### config.mk
export PLATFORM = sky130hd
export DESIGN_NAME = led_matrix_pwm_row_scanner_flat
export DESIGN_NICKNAME = d
export VERILOG_FILES = /design/src/hw/rtl/lmps_pkg.sv /design/src/hw/rtl/lmps_if.sv /design/src/hw/rtl/led_matrix_pwm_row_scanner.sv /design/src/hw/rtl/lmps_ram.sv /design/src/hw/rtl/lmps_datapath.sv /design/src/hw/rtl/lmps_ctrl.sv /design/src/flat_wrapper.sv
export SDC_FILE = /design/constraint.sdc
export NUM_CORES = 2
export LEC_CHECK = 0
export ABC_AREA = 1
export BUFFER_PORTS_ARGS = -buffer_cell sky130_fd_sc_hd__buf_2
export CAP_MARGIN = 5
export CORE_MARGIN = 2
export CORE_UTILIZATION = 45
export DETAILED_ROUTE_END_ITERATION = 8
export PLACE_DENSITY = 0.59
export SKIP_LAST_GASP = 1
export SLEW_MARGIN = 20
export SYNTH_ARGS = -nofsm -noshare
export SYNTH_HDL_FRONTEND = slang
export SYNTH_SLANG_ARGS = --single-unit
export TNS_END_PERCENT = 20
### constraint.sdc
create_clock -name i_clk -period 3.2 [get_ports i_clk]
set_input_delay 0.16 -clock i_clk [delete_from_list [all_inputs] [get_ports i_clk]]
set_output_delay 0.16 -clock i_clk [all_outputs]
set_load 0.01 [all_outputs]
### src/hw/rtl/lmps_pkg.sv
// shared constants, types and state encoding for the led matrix row scanner
package lmps_pkg;

    // matrix geometry and intensity resolution
    localparam int ROWS         = 8;
    localparam int COLS         = 16;
    localparam int LEVELS       = 64;
    localparam int CHANNEL_BITS = 6;

    // fixed field widths of the channels
    localparam int ROW_IN_W = 3;
    localparam int COL_IN_W = 4;
    localparam int LVL_IN_W = 6;
    localparam int OUT_W    = 16;
    localparam int SROW_W   = 3;

    // derived widths
    localparam int SCAN_COLS = (COLS < OUT_W) ? COLS : OUT_W;
    localparam int DEPTH     = ROWS * COLS;
    localparam int ADDR_W    = $clog2(DEPTH);
    localparam int ROW_W     = $clog2(ROWS);
    localparam int COL_W     = $clog2(SCAN_COLS);
    localparam int THR_W     = $clog2(LEVELS);
    localparam int PIX_W     = 2 * CHANNEL_BITS;
    localparam int CMP_W     = (CHANNEL_BITS > THR_W) ? CHANNEL_BITS : THR_W;

    // input function codes
    localparam logic FUNC_WRITE = 1'b0;
    localparam logic FUNC_SCAN  = 1'b1;

    // controller states
    typedef enum logic [1:0] {
        ST_IDLE,
        ST_READ,
        ST_DRAIN,
        ST_LOAD
    } t_state;

    // commands from controller to datapath
    typedef struct packed {
        logic wr_pixel;
        logic scan_start;
        logic scan_step;
        logic load_out;
    } t_dp_cmd;

    // status from datapath to controller
    typedef struct packed {
        logic last_col;
        logic out_free;
    } t_dp_sts;

endpackage

### src/hw/rtl/lmps_if.sv
// channel interfaces: pixel/tick input and row result output
interface lmps_in_if;
    logic                          valid;
    logic                          ready;
    logic                          func;
    logic [lmps_pkg::ROW_IN_W-1:0] pixel_row;
    logic [lmps_pkg::COL_IN_W-1:0] pixel_col;
    logic [lmps_pkg::LVL_IN_W-1:0] red_level;
    logic [lmps_pkg::LVL_IN_W-1:0] green_level;

    modport source (output valid, func, pixel_row, pixel_col, red_level, green_level,
                    input ready);
    modport sink (input valid, func, pixel_row, pixel_col, red_level, green_level,
                  output ready);
endinterface

interface lmps_res_if;
    logic                        valid;
    logic                        ready;
    logic [lmps_pkg::OUT_W-1:0]  red_bits;
    logic [lmps_pkg::OUT_W-1:0]  green_bits;
    logic [lmps_pkg::SROW_W-1:0] scan_row;
    logic                        first_row;
    logic                        frame_done;

    modport source (output valid, red_bits, green_bits, scan_row, first_row, frame_done,
                    input ready);
    modport sink (input valid, red_bits, green_bits, scan_row, first_row, frame_done,
                  output ready);
endinterface

### src/hw/rtl/led_matrix_pwm_row_scanner.sv
// top level of the two-color led matrix pwm row scanner
//
// i_in carries one transaction per item: func 0 writes one pixel (red and green
// level) into the framebuffer, func 1 is a scan tick for the current row.
// o_res carries one transaction per scan tick: the red and green column bits of
// the row (bit c lit when the level is above the current threshold), the row
// number, a first-row flag and a frame-done flag. Writes give no result.
// A pixel write is accepted and the next item can follow at once.
// A scan tick reads the row one column per cycle through the single read port
// of the framebuffer ram: reads of all SCAN_COLS columns in the read state, a
// drain state for the last read data and a load state that moves the row into
// the output register; the next item is taken after the load, and no item is
// accepted while the row is being read.
// The result waits in an output register; while it waits, further writes and
// a following tick are accepted, and the tick holds its result until the
// receiver has taken the previous one.
// Reset clears the row counter, the threshold and the framebuffer (through
// per-entry valid bits, so no clearing pass is needed) and drops any result.
module led_matrix_pwm_row_scanner (
    input  logic       i_clk,
    input  logic       i_rst_n,
    lmps_in_if.sink    i_in,
    lmps_res_if.source o_res
);
    lmps_pkg::t_dp_cmd dp_cmd;
    lmps_pkg::t_dp_sts dp_sts;
    logic              in_ready;

    assign i_in.ready = in_ready;

    lmps_ctrl u_ctrl (
        .i_clk      (i_clk),
        .i_rst_n    (i_rst_n),
        .i_in_valid (i_in.valid),
        .i_in_func  (i_in.func),
        .o_in_ready (in_ready),
        .i_sts      (dp_sts),
        .o_cmd      (dp_cmd)
    );

    lmps_datapath u_dp (
        .i_clk         (i_clk),
        .i_rst_n       (i_rst_n),
        .i_cmd         (dp_cmd),
        .o_sts         (dp_sts),
        .i_pixel_row   (i_in.pixel_row),
        .i_pixel_col   (i_in.pixel_col),
        .i_red_level   (i_in.red_level),
        .i_green_level (i_in.green_level),
        .o_res         (o_res)
    );

    // a loaded result shows up on the output next cycle
    a_load_shows: assert property (@(posedge i_clk) disable iff (!i_rst_n)
        dp_cmd.load_out |=> o_res.valid)
        else $error("result not presented after load");

    // a frame ends on the last row, never on the first
    a_done_not_first: assert property (@(posedge i_clk) disable iff (!i_rst_n)
        (o_res.valid && o_res.frame_done) |-> !o_res.first_row)
        else $error("frame done flagged on first row");

    // framebuffer is never written while a row is being read
    a_no_wr_in_scan: assert property (@(posedge i_clk) disable iff (!i_rst_n)
        !(dp_cmd.wr_pixel && dp_cmd.scan_step))
        else $error("pixel write during row read");

    // a result is only loaded when the output register can take it
    a_load_free: assert property (@(posedge i_clk) disable iff (!i_rst_n)
        dp_cmd.load_out |-> (!o_res.valid || o_res.ready))
        else $error("result overwritten before taken");
endmodule

### src/hw/rtl/lmps_ram.sv
// generic single write port, single read port ram with registered read
module lmps_ram #(
    parameter int WIDTH = 8,
    parameter int DEPTH = 16
) (
    input  logic                     i_clk,
    input  logic                     i_wr_en,
    input  logic [$clog2(DEPTH)-1:0] i_wr_addr,
    input  logic [WIDTH-1:0]         i_wr_data,
    input  logic                     i_rd_en,
    input  logic [$clog2(DEPTH)-1:0] i_rd_addr,
    output logic [WIDTH-1:0]         o_rd_data
);
    logic [WIDTH-1:0] r_mem [DEPTH];
    logic [WIDTH-1:0] r_rd_data;

    // write port
    always_ff @(posedge i_clk) begin
        if (i_wr_en) begin
            r_mem[i_wr_addr] <= i_wr_data;
        end
    end

    // registered read port
    always_ff @(posedge i_clk) begin
        if (i_rd_en) begin
            r_rd_data <= r_mem[i_rd_addr];
        end
    end

    assign o_rd_data = r_rd_data;
endmodule

### src/hw/rtl/lmps_datapath.sv
// datapath: framebuffer, row and threshold counters, column compare and result register
module lmps_datapath (
    input  logic                          i_clk,
    input  logic                          i_rst_n,
    input  lmps_pkg::t_dp_cmd             i_cmd,
    output lmps_pkg::t_dp_sts             o_sts,
    input  logic [lmps_pkg::ROW_IN_W-1:0] i_pixel_row,
    input  logic [lmps_pkg::COL_IN_W-1:0] i_pixel_col,
    input  logic [lmps_pkg::LVL_IN_W-1:0] i_red_level,
    input  logic [lmps_pkg::LVL_IN_W-1:0] i_green_level,
    lmps_res_if.source                    o_res
);
    localparam int CB = lmps_pkg::CHANNEL_BITS;

    logic [lmps_pkg::ROW_W-1:0]  r_row;
    logic [lmps_pkg::THR_W-1:0]  r_thr;
    logic [lmps_pkg::COL_W-1:0]  r_col;
    logic [lmps_pkg::COL_W-1:0]  r_cap_col;
    logic                        r_cap;
    logic                        r_rd_ok;
    logic [lmps_pkg::DEPTH-1:0]  r_valid;
    logic [lmps_pkg::OUT_W-1:0]  r_red;
    logic [lmps_pkg::OUT_W-1:0]  r_grn;
    logic                        r_out_valid;
    logic [lmps_pkg::OUT_W-1:0]  r_out_red;
    logic [lmps_pkg::OUT_W-1:0]  r_out_grn;
    logic [lmps_pkg::SROW_W-1:0] r_out_row;
    logic                        r_out_first;
    logic                        r_out_done;

    logic [lmps_pkg::ROW_W-1:0]  n_row;
    logic [lmps_pkg::THR_W-1:0]  n_thr;
    logic                        row_wrap;
    logic                        thr_wrap;
    logic                        wr_in_range;
    logic                        wr_en;
    logic [lmps_pkg::ADDR_W-1:0] wr_addr;
    logic [lmps_pkg::ADDR_W-1:0] rd_addr;
    logic [lmps_pkg::PIX_W-1:0]  wr_data;
    logic [lmps_pkg::PIX_W-1:0]  rd_data;
    logic [lmps_pkg::PIX_W-1:0]  pix;
    logic                        lit_red;
    logic                        lit_grn;

    // pixel write address and data, writes outside the matrix dropped
    assign wr_in_range = (int'(i_pixel_row) < lmps_pkg::ROWS)
                      && (int'(i_pixel_col) < lmps_pkg::COLS);
    assign wr_en   = i_cmd.wr_pixel && wr_in_range;
    assign wr_addr = lmps_pkg::ADDR_W'(int'(i_pixel_row) * lmps_pkg::COLS
                                       + int'(i_pixel_col));
    assign wr_data = {CB'(i_red_level), CB'(i_green_level)};
    assign rd_addr = lmps_pkg::ADDR_W'(int'(r_row) * lmps_pkg::COLS + int'(r_col));

    lmps_ram #(
        .WIDTH (lmps_pkg::PIX_W),
        .DEPTH (lmps_pkg::DEPTH)
    ) u_fb (
        .i_clk     (i_clk),
        .i_wr_en   (wr_en),
        .i_wr_addr (wr_addr),
        .i_wr_data (wr_data),
        .i_rd_en   (i_cmd.scan_step),
        .i_rd_addr (rd_addr),
        .o_rd_data (rd_data)
    );

    // entry valid bits stand in for clearing the framebuffer at reset
    always_ff @(posedge i_clk) begin
        if (!i_rst_n) begin
            r_valid <= '0;
        end else if (wr_en) begin
            r_valid[wr_addr] <= 1'b1;
        end
    end

    // column read sequencing, read data returns in the cycle after issue
    always_ff @(posedge i_clk) begin
        if (!i_rst_n) begin
            r_col <= '0;
            r_cap <= 1'b0;
        end else begin
            r_cap <= i_cmd.scan_step;
            if (i_cmd.scan_start) begin
                r_col <= '0;
            end else if (i_cmd.scan_step) begin
                r_col <= r_col + 1'b1;
            end
        end
    end

    always_ff @(posedge i_clk) begin
        if (i_cmd.scan_step) begin
            r_cap_col <= r_col;
            r_rd_ok   <= r_valid[rd_addr];
        end
    end

    assign o_sts.last_col = (r_col == lmps_pkg::COL_W'(lmps_pkg::SCAN_COLS - 1));

    // threshold compare of the returning pixel
    assign pix     = r_rd_ok ? rd_data : '0;
    assign lit_red = lmps_pkg::CMP_W'(pix[lmps_pkg::PIX_W-1:CB]) > lmps_pkg::CMP_W'(r_thr);
    assign lit_grn = lmps_pkg::CMP_W'(pix[CB-1:0]) > lmps_pkg::CMP_W'(r_thr);

    always_ff @(posedge i_clk) begin
        if (i_cmd.scan_start) begin
            r_red <= '0;
            r_grn <= '0;
        end else if (r_cap) begin
            r_red[r_cap_col] <= lit_red;
            r_grn[r_cap_col] <= lit_grn;
        end
    end

    // row and threshold advance
    assign row_wrap = (r_row == lmps_pkg::ROW_W'(lmps_pkg::ROWS - 1));
    assign thr_wrap = (r_thr == lmps_pkg::THR_W'(lmps_pkg::LEVELS - 1));

    always_comb begin
        n_row = r_row;
        n_thr = r_thr;
        if (i_cmd.load_out) begin
            if (row_wrap) begin
                n_row = '0;
                n_thr = thr_wrap ? '0 : r_thr + 1'b1;
            end else begin
                n_row = r_row + 1'b1;
            end
        end
    end

    always_ff @(posedge i_clk) begin
        if (!i_rst_n) begin
            r_row <= '0;
            r_thr <= '0;
        end else begin
            r_row <= n_row;
            r_thr <= n_thr;
        end
    end

    // result register
    always_ff @(posedge i_clk) begin
        if (!i_rst_n) begin
            r_out_valid <= 1'b0;
        end else if (i_cmd.load_out) begin
            r_out_valid <= 1'b1;
        end else if (o_res.ready) begin
            r_out_valid <= 1'b0;
        end
    end

    always_ff @(posedge i_clk) begin
        if (i_cmd.load_out) begin
            r_out_red   <= r_red;
            r_out_grn   <= r_grn;
            r_out_row   <= lmps_pkg::SROW_W'(r_row);
            r_out_first <= (r_row == '0);
            r_out_done  <= row_wrap && thr_wrap;
        end
    end

    assign o_sts.out_free  = !r_out_valid || o_res.ready;
    assign o_res.valid      = r_out_valid;
    assign o_res.red_bits   = r_out_red;
    assign o_res.green_bits = r_out_grn;
    assign o_res.scan_row   = r_out_row;
    assign o_res.first_row  = r_out_first;
    assign o_res.frame_done = r_out_done;
endmodule

### src/hw/rtl/lmps_ctrl.sv
// controller: sequences pixel writes and row scans
module lmps_ctrl (
    input  logic               i_clk,
    input  logic               i_rst_n,
    input  logic               i_in_valid,
    input  logic               i_in_func,
    output logic               o_in_ready,
    input  lmps_pkg::t_dp_sts  i_sts,
    output lmps_pkg::t_dp_cmd  o_cmd
);
    lmps_pkg::t_state r_state;
    lmps_pkg::t_state n_state;

    // state register
    always_ff @(posedge i_clk) begin
        if (!i_rst_n) begin
            r_state <= lmps_pkg::ST_IDLE;
        end else begin
            r_state <= n_state;
        end
    end

    // next state and commands
    always_comb begin
        n_state    = r_state;
        o_cmd      = '0;
        o_in_ready = 1'b0;
        unique case (r_state)
            lmps_pkg::ST_IDLE: begin
                o_in_ready = 1'b1;
                if (i_in_valid) begin
                    if (i_in_func == lmps_pkg::FUNC_SCAN) begin
                        o_cmd.scan_start = 1'b1;
                        n_state          = lmps_pkg::ST_READ;
                    end else begin
                        o_cmd.wr_pixel = 1'b1;
                    end
                end
            end
            lmps_pkg::ST_READ: begin
                o_cmd.scan_step = 1'b1;
                if (i_sts.last_col) begin
                    n_state = lmps_pkg::ST_DRAIN;
                end
            end
            lmps_pkg::ST_DRAIN: begin
                n_state = lmps_pkg::ST_LOAD;
            end
            lmps_pkg::ST_LOAD: begin
                if (i_sts.out_free) begin
                    o_cmd.load_out = 1'b1;
                    n_state        = lmps_pkg::ST_IDLE;
                end
            end
            default: begin
                n_state = lmps_pkg::ST_IDLE;
            end
        endcase
    end
endmodule
### src/flat_wrapper.sv
// flat-port wrapper written by rule: the top's interface ports become plain ports
module led_matrix_pwm_row_scanner_flat 
  (i_clk, i_rst_n, i_in_valid, i_in_func, i_in_pixel_row, i_in_pixel_col, i_in_red_level, i_in_green_level, i_in_ready, o_res_valid, o_res_red_bits, o_res_green_bits, o_res_scan_row, o_res_first_row, o_res_frame_done, o_res_ready);
  lmps_in_if i_in_i ();
  lmps_res_if o_res_i ();
  input  logic i_clk;
  input  logic i_rst_n;
  input wire logic [$bits(i_in_i.valid)-1:0] i_in_valid;
  input wire logic [$bits(i_in_i.func)-1:0] i_in_func;
  input wire logic [$bits(i_in_i.pixel_row)-1:0] i_in_pixel_row;
  input wire logic [$bits(i_in_i.pixel_col)-1:0] i_in_pixel_col;
  input wire logic [$bits(i_in_i.red_level)-1:0] i_in_red_level;
  input wire logic [$bits(i_in_i.green_level)-1:0] i_in_green_level;
  output wire logic [$bits(i_in_i.ready)-1:0] i_in_ready;
  output wire logic [$bits(o_res_i.valid)-1:0] o_res_valid;
  output wire logic [$bits(o_res_i.red_bits)-1:0] o_res_red_bits;
  output wire logic [$bits(o_res_i.green_bits)-1:0] o_res_green_bits;
  output wire logic [$bits(o_res_i.scan_row)-1:0] o_res_scan_row;
  output wire logic [$bits(o_res_i.first_row)-1:0] o_res_first_row;
  output wire logic [$bits(o_res_i.frame_done)-1:0] o_res_frame_done;
  input wire logic [$bits(o_res_i.ready)-1:0] o_res_ready;
  assign i_in_i.valid = i_in_valid;
  assign i_in_i.func = i_in_func;
  assign i_in_i.pixel_row = i_in_pixel_row;
  assign i_in_i.pixel_col = i_in_pixel_col;
  assign i_in_i.red_level = i_in_red_level;
  assign i_in_i.green_level = i_in_green_level;
  assign i_in_ready = i_in_i.ready;
  assign o_res_valid = o_res_i.valid;
  assign o_res_red_bits = o_res_i.red_bits;
  assign o_res_green_bits = o_res_i.green_bits;
  assign o_res_scan_row = o_res_i.scan_row;
  assign o_res_first_row = o_res_i.first_row;
  assign o_res_frame_done = o_res_i.frame_done;
  assign o_res_i.ready = o_res_ready;
  led_matrix_pwm_row_scanner u_core (.i_clk(i_clk), .i_rst_n(i_rst_n), .i_in(i_in_i), .o_res(o_res_i));
endmodule
==> run_summary.xml <==
<?xml version="1.0" encoding="UTF-8"?>
<metrics>
  <group name="setup_path">
    <metric name="crit_arrival" unit="ps">3430</metric>
    <metric name="cp_cell_sequence" unit="">inv_8 -&gt; buf_4 -&gt; nand3_1 -&gt; nand3_1 -&gt; nand2_1 -&gt; nor2_1 -&gt; nand2_1 -&gt; nand3_1 -&gt; nand2_1 -&gt; nand2_1 -&gt; nand2_1</metric>
    <metric name="slowest_stage" unit="">buf_4</metric>
    <metric name="critical_path_class" unit="">reg -&gt; reg</metric>
    <metric name="worst_r2r_endpoint" unit="">u_core.u_dp.u_fb.o_rd_data[3]</metric>
    <metric name="r2r_start" unit="">u_core.u_dp.r_col[1]</metric>
    <metric name="critPathLaunchType" unit="">flop</metric>
    <metric name="critical_path_required" unit="ps">3770</metric>
    <metric name="worst_path_most_repeated_cell" unit="">nand2_1</metric>
    <metric name="cp_slowest_stage_delay" unit="ps">490</metric>
    <metric name="crit_path_max_fanout" unit="">46</metric>
    <metric name="worst_r2r_path_depth" unit="">11</metric>
    <metric name="endpoint_kind" unit="">flop</metric>
    <metric name="r2r_setup_slack" unit="ps">340</metric>
  </group>
  <group name="logic_synthesis">
    <metric name="synthesis.instances" unit="">6947</metric>
    <metric name="yosysWarnings" unit="">0</metric>
    <metric name="yosysTopAreaCellShare" unit="%">65.3</metric>
    <metric name="netlist.top_cell.by_area" unit="">edfxtp_1</metric>
    <metric name="synth_compound_gate_area_share" unit="%">3.30</metric>
    <metric name="flops_latches_synth" unit="">1767</metric>
    <metric name="async_reset_ff_share" unit="%">0</metric>
    <metric name="synth_simple_gate_area_share" unit="%">20.9</metric>
    <metric name="synth.top_cells.by_area" unit="">edfxtp_1 (65%), nand2_1 (12%), nand3_1 (5.7%)</metric>
    <metric name="synthesized_area_divided_by_synthesized_cell_count" unit="um^2">10.5</metric>
    <metric name="synth-seq-area-share" unit="%">70.1</metric>
    <metric name="number_of_enable_type_register_cells_in_the_synthesized_netlist" unit="">1590</metric>
    <metric name="postSynth.topFlopCell" unit="">edfxtp_1</metric>
    <metric name="yosysUniqueCellTypes" unit="">27</metric>
    <metric name="synth.area.mux_share" unit="%">0</metric>
    <metric name="synth_top_family_by_area" unit="">simple AND/OR/NAND/NOR gates</metric>
    <metric name="synth.cell_area" unit="mm^2">0.0731</metric>
    <metric name="synth-adder-area-share" unit="%">0.376</metric>
    <metric name="synth-xor-area-share" unit="%">0.0120</metric>
    <metric name="syn_nets" unit="">6993</metric>
  </group>
  <group name="clock_tree">
    <metric name="numClockSinks" unit="">1767</metric>
    <metric name="tritoncts" unit="">yes</metric>
    <metric name="clock_latency" unit="ps">810</metric>
    <metric name="clk_pin_slew_worst_paths" unit="ps">70</metric>
    <metric name="cts_max_path_buffers" unit="">3</metric>
    <metric name="h-tree-depth" unit="">4</metric>
    <metric name="post_cts_repair_setup_buffers" unit="">0</metric>
    <metric name="cts-buffers-inserted" unit="">185</metric>
    <metric name="root_buffer" unit="">clkbuf_16</metric>
  </group>
  <group name="routing">
    <metric name="antenna_violating_nets_post_route" unit="">0</metric>
    <metric name="first_pass_iters" unit="">5</metric>
    <metric name="vias_per_cell" unit="">5.27</metric>
    <metric name="initial_drc_count" unit="">5105</metric>
    <metric name="wl_per_cell" unit="um">21.5</metric>
    <metric name="route.detailed.drc" unit="">0</metric>
    <metric name="num_vias" unit="">49700</metric>
    <metric name="postRouteWirelength" unit="mm">203</metric>
  </group>
  <group name="floorplan">
    <metric name="boundaryPins" unit="">63</metric>
    <metric name="die_outline_area" unit="mm^2">0.166</metric>
    <metric name="core_area" unit="mm^2">0.161</metric>
    <metric name="die_h" unit="um">407</metric>
    <metric name="initial_core_util" unit="%">45.5</metric>
    <metric name="num_rows" unit="">147</metric>
    <metric name="die_width" unit="um">407</metric>
  </group>
  <group name="place">
    <metric name="dp_hpwl" unit="mm">117</metric>
    <metric name="gp_congestion" unit="">0.841</metric>
    <metric name="post-place-ws" unit="ps">409</metric>
    <metric name="io_buffers" unit="">62</metric>
  </group>
  <group name="sta">
    <metric name="final-setup-viol-count" unit="">0</metric>
    <metric name="worst-slew-pin-transition" unit="ps">1120</metric>
    <metric name="finalHoldViolCount" unit="">0</metric>
    <metric name="fin_crit" unit="ps">2860</metric>
    <metric name="timing.final.ws_setup" unit="ps">337</metric>
    <metric name="worst_clock_skew" unit="ps">24.5</metric>
    <metric name="finalSetupTns" unit="ps">0</metric>
    <metric name="grt_setup_unrepaired" unit="">false</metric>
    <metric name="number_of_slew_limit_violations_in_the_final_report" unit="">0</metric>
    <metric name="max_freq" unit="MHz">349</metric>
    <metric name="relSlewSlack" unit="%">25.3</metric>
    <metric name="final.period_utilization" unit="%">89.5</metric>
    <metric name="timing.hold.ws" unit="ps">95.3</metric>
  </group>
  <group name="grt">
    <metric name="globalRoute.totalOverflow" unit="">0</metric>
    <metric name="gr-usage-all-layers" unit="%">24.2</metric>
    <metric name="grt_max_degree" unit="">167</metric>
    <metric name="grt_antenna_before_repair" unit="">7</metric>
    <metric name="grt_pass1_vias" unit="">47500</metric>
    <metric name="grt_pass1_wl" unit="mm">305</metric>
  </group>
  <group name="min_path">
    <metric name="number_of_stages_on_the_worst_hold_path" unit="">6</metric>
    <metric name="hp-class" unit="">in -&gt; reg</metric>
    <metric name="hold_path_endpoint" unit="">u_core.u_dp.r_valid[1]</metric>
    <metric name="worst_hold_start" unit="">i_in_pixel_row[0]</metric>
  </group>
  <group name="power_and_ir_drop">
    <metric name="p_leak" unit="nW">32.2</metric>
    <metric name="power_density" unit="mW/mm^2">678</metric>
    <metric name="worst_ir_drop_vdd" unit="uV">728</metric>
  </group>
  <group name="final_layout">
    <metric name="post_route_cells_drive_above_1_share" unit="%">8.61</metric>
    <metric name="fillerInstances" unit="">14000</metric>
    <metric name="num-nets-final" unit="">7147</metric>
    <metric name="area_growth" unit="%">14.0</metric>
    <metric name="antennaDiodeCount" unit="">0</metric>
  </group>
  <group name="outcome">
    <metric name="run_status" unit="">finished, final reports clean</metric>
  </group>
  <group name="flow_run">
    <metric name="maxCapViolCount" unit="">0</metric>
  </group>
</metrics>
stage by stage:
stage	std cells	util (%)	area [um^2]	power, mW
CTS	9421	51.8	83400	56.9
global route	9421	51.8	83400	58.8
global placement	9052	47.9	77100	35.6
finish	9421	51.8	83400	56.5
detailed placement	9052	47.9	77100	35.6
floorplan	6947	-	73100	32.3
cell usage in the layout, fill, tap and decap left out, drive strengths merged:
master       count
nand2         2276
edfxtp        1590
nand3          830
nor2           660
inv            570
buf            325
clkbuf         264
a21oi          202
dfxtp          177
o21ai          143
o211ai          83
clkinv          57
ha              22
dlygate4sd3     22
bufinv          12
nor3            10
o21a             6
clkinvlp         5
nand4            2
and2             1
o221ai           1
a211oi           1
xor2             1
a31oi            1
worst max-delay path, delay by kind of cell, from the launching register on:
kind	cells	cell delay, ps
flops	1	440
buf+inv	2	890
simple gates	9	1210
registers in the layout (all words and copies together), names as in the netlist:
register                      flops
u_core.u_ctrl.r_state             2
u_core.u_dp.o_res.first_row       1
u_core.u_dp.o_res.frame_done      1
u_core.u_dp.o_res.green_bits     16
u_core.u_dp.o_res.red_bits       16
u_core.u_dp.o_res.scan_row        3
u_core.u_dp.o_res.valid           1
u_core.u_dp.r_cap                 1
u_core.u_dp.r_cap_col             4
u_core.u_dp.r_col                 4
u_core.u_dp.r_grn                16
u_core.u_dp.r_rd_ok               1
u_core.u_dp.r_red                16
u_core.u_dp.r_row                 3
u_core.u_dp.r_thr                 6
u_core.u_dp.r_valid             128
u_core.u_dp.u_fb.o_rd_data       12
u_core.u_dp.u_fb.r_mem         1536
synth_stat cells (9+ instances only):
cell	number
a21oi_1	202
buf_1	51
buf_2	145
buf_4	39
clkbuf_1	140
dfxtp_1	177
edfxtp_1	1590
ha_1	22
inv_1	552
inv_2	9
nand2_1	2276
nand3_1	830
nor2_1	656
nor3_1	9
o211ai_1	83
o21ai_0	132
o21ai_1	11
cell families after synthesis:
group / count (synthesis)
simple gates: 3779
xor+xnor: 1
flops: 1767
fa+ha+maj: 22
buf+inv: 941
compound gates: 437
worst max path at each step:
stage,to,start,cells past startpoint,slack [ps]
final,u_core.u_dp.u_fb.o_rd_data[3],u_core.u_dp.r_col[1],11,340
after CTS,u_core.u_dp.u_fb.o_rd_data[8],u_core.u_dp.r_col[1],11,380
after detailed placement,u_core.u_dp.u_fb.o_rd_data[8],u_core.u_dp.r_col[1],11,410
after floorplan,u_core.u_dp.u_fb.r_mem[3][0],u_core.u_ctrl.r_state[0],7,670
after global routing,u_core.u_ctrl.r_state[1],u_core.u_dp.r_col[0],9,150
after global placement,u_core.u_dp.u_fb.o_rd_data[8],u_core.u_dp.r_col[1],11,400
routing by layer:
| metal | global-route usage (%) | wire length [um] | part of all wire [%] | up-vias |
|---|---|---|---|---|
| met2 | 38.9 | 94900 | 47 | 1678 |
| met5 | 0 | 52 | 0.026 | - |
| met4 | 8.12 | 6500 | 3.2 | 8 |
| met3 | 3.60 | 13000 | 6.4 | 330 |
| met1 | 33.8 | 88300 | 44 | 24200 |
| li1 | - | - | - | 23500 |
final cells by class:
cell class	count	area, um^2	share of cell area [%]
Clock inverter	83	779	0.934
Inverter	561	2130	2.55
Multi-Input combinational cell	4239	18000	21.6
Sequential cell	1767	51300	61.5
Timing Repair Buffer	347	3250	3.89
Tap cell	2160	2700	3.24
Clock buffer	264	5280	6.33
repair_timing:
action / CTS / global route
hold endpoints to repair: 691 / 0
gates resized for setup: 0 / 0
hold buffers: 22 / 0
power by group:
| part | leakage (nW) | total, mW | internal, mW | switching (mW) |
|---|---|---|---|---|
| Combinational | 13.4 | 9.50 | 2.63 | 6.87 |
| Sequential | 15.7 | 25.7 | 25.5 | 0.195 |
| Clock | 2.98 | 21.3 | 12.4 | 8.90 |
| Total | 32.2 | 56.5 | 40.6 | 16.0 |
No activity file was read; power rests on OpenSTA's default activity.
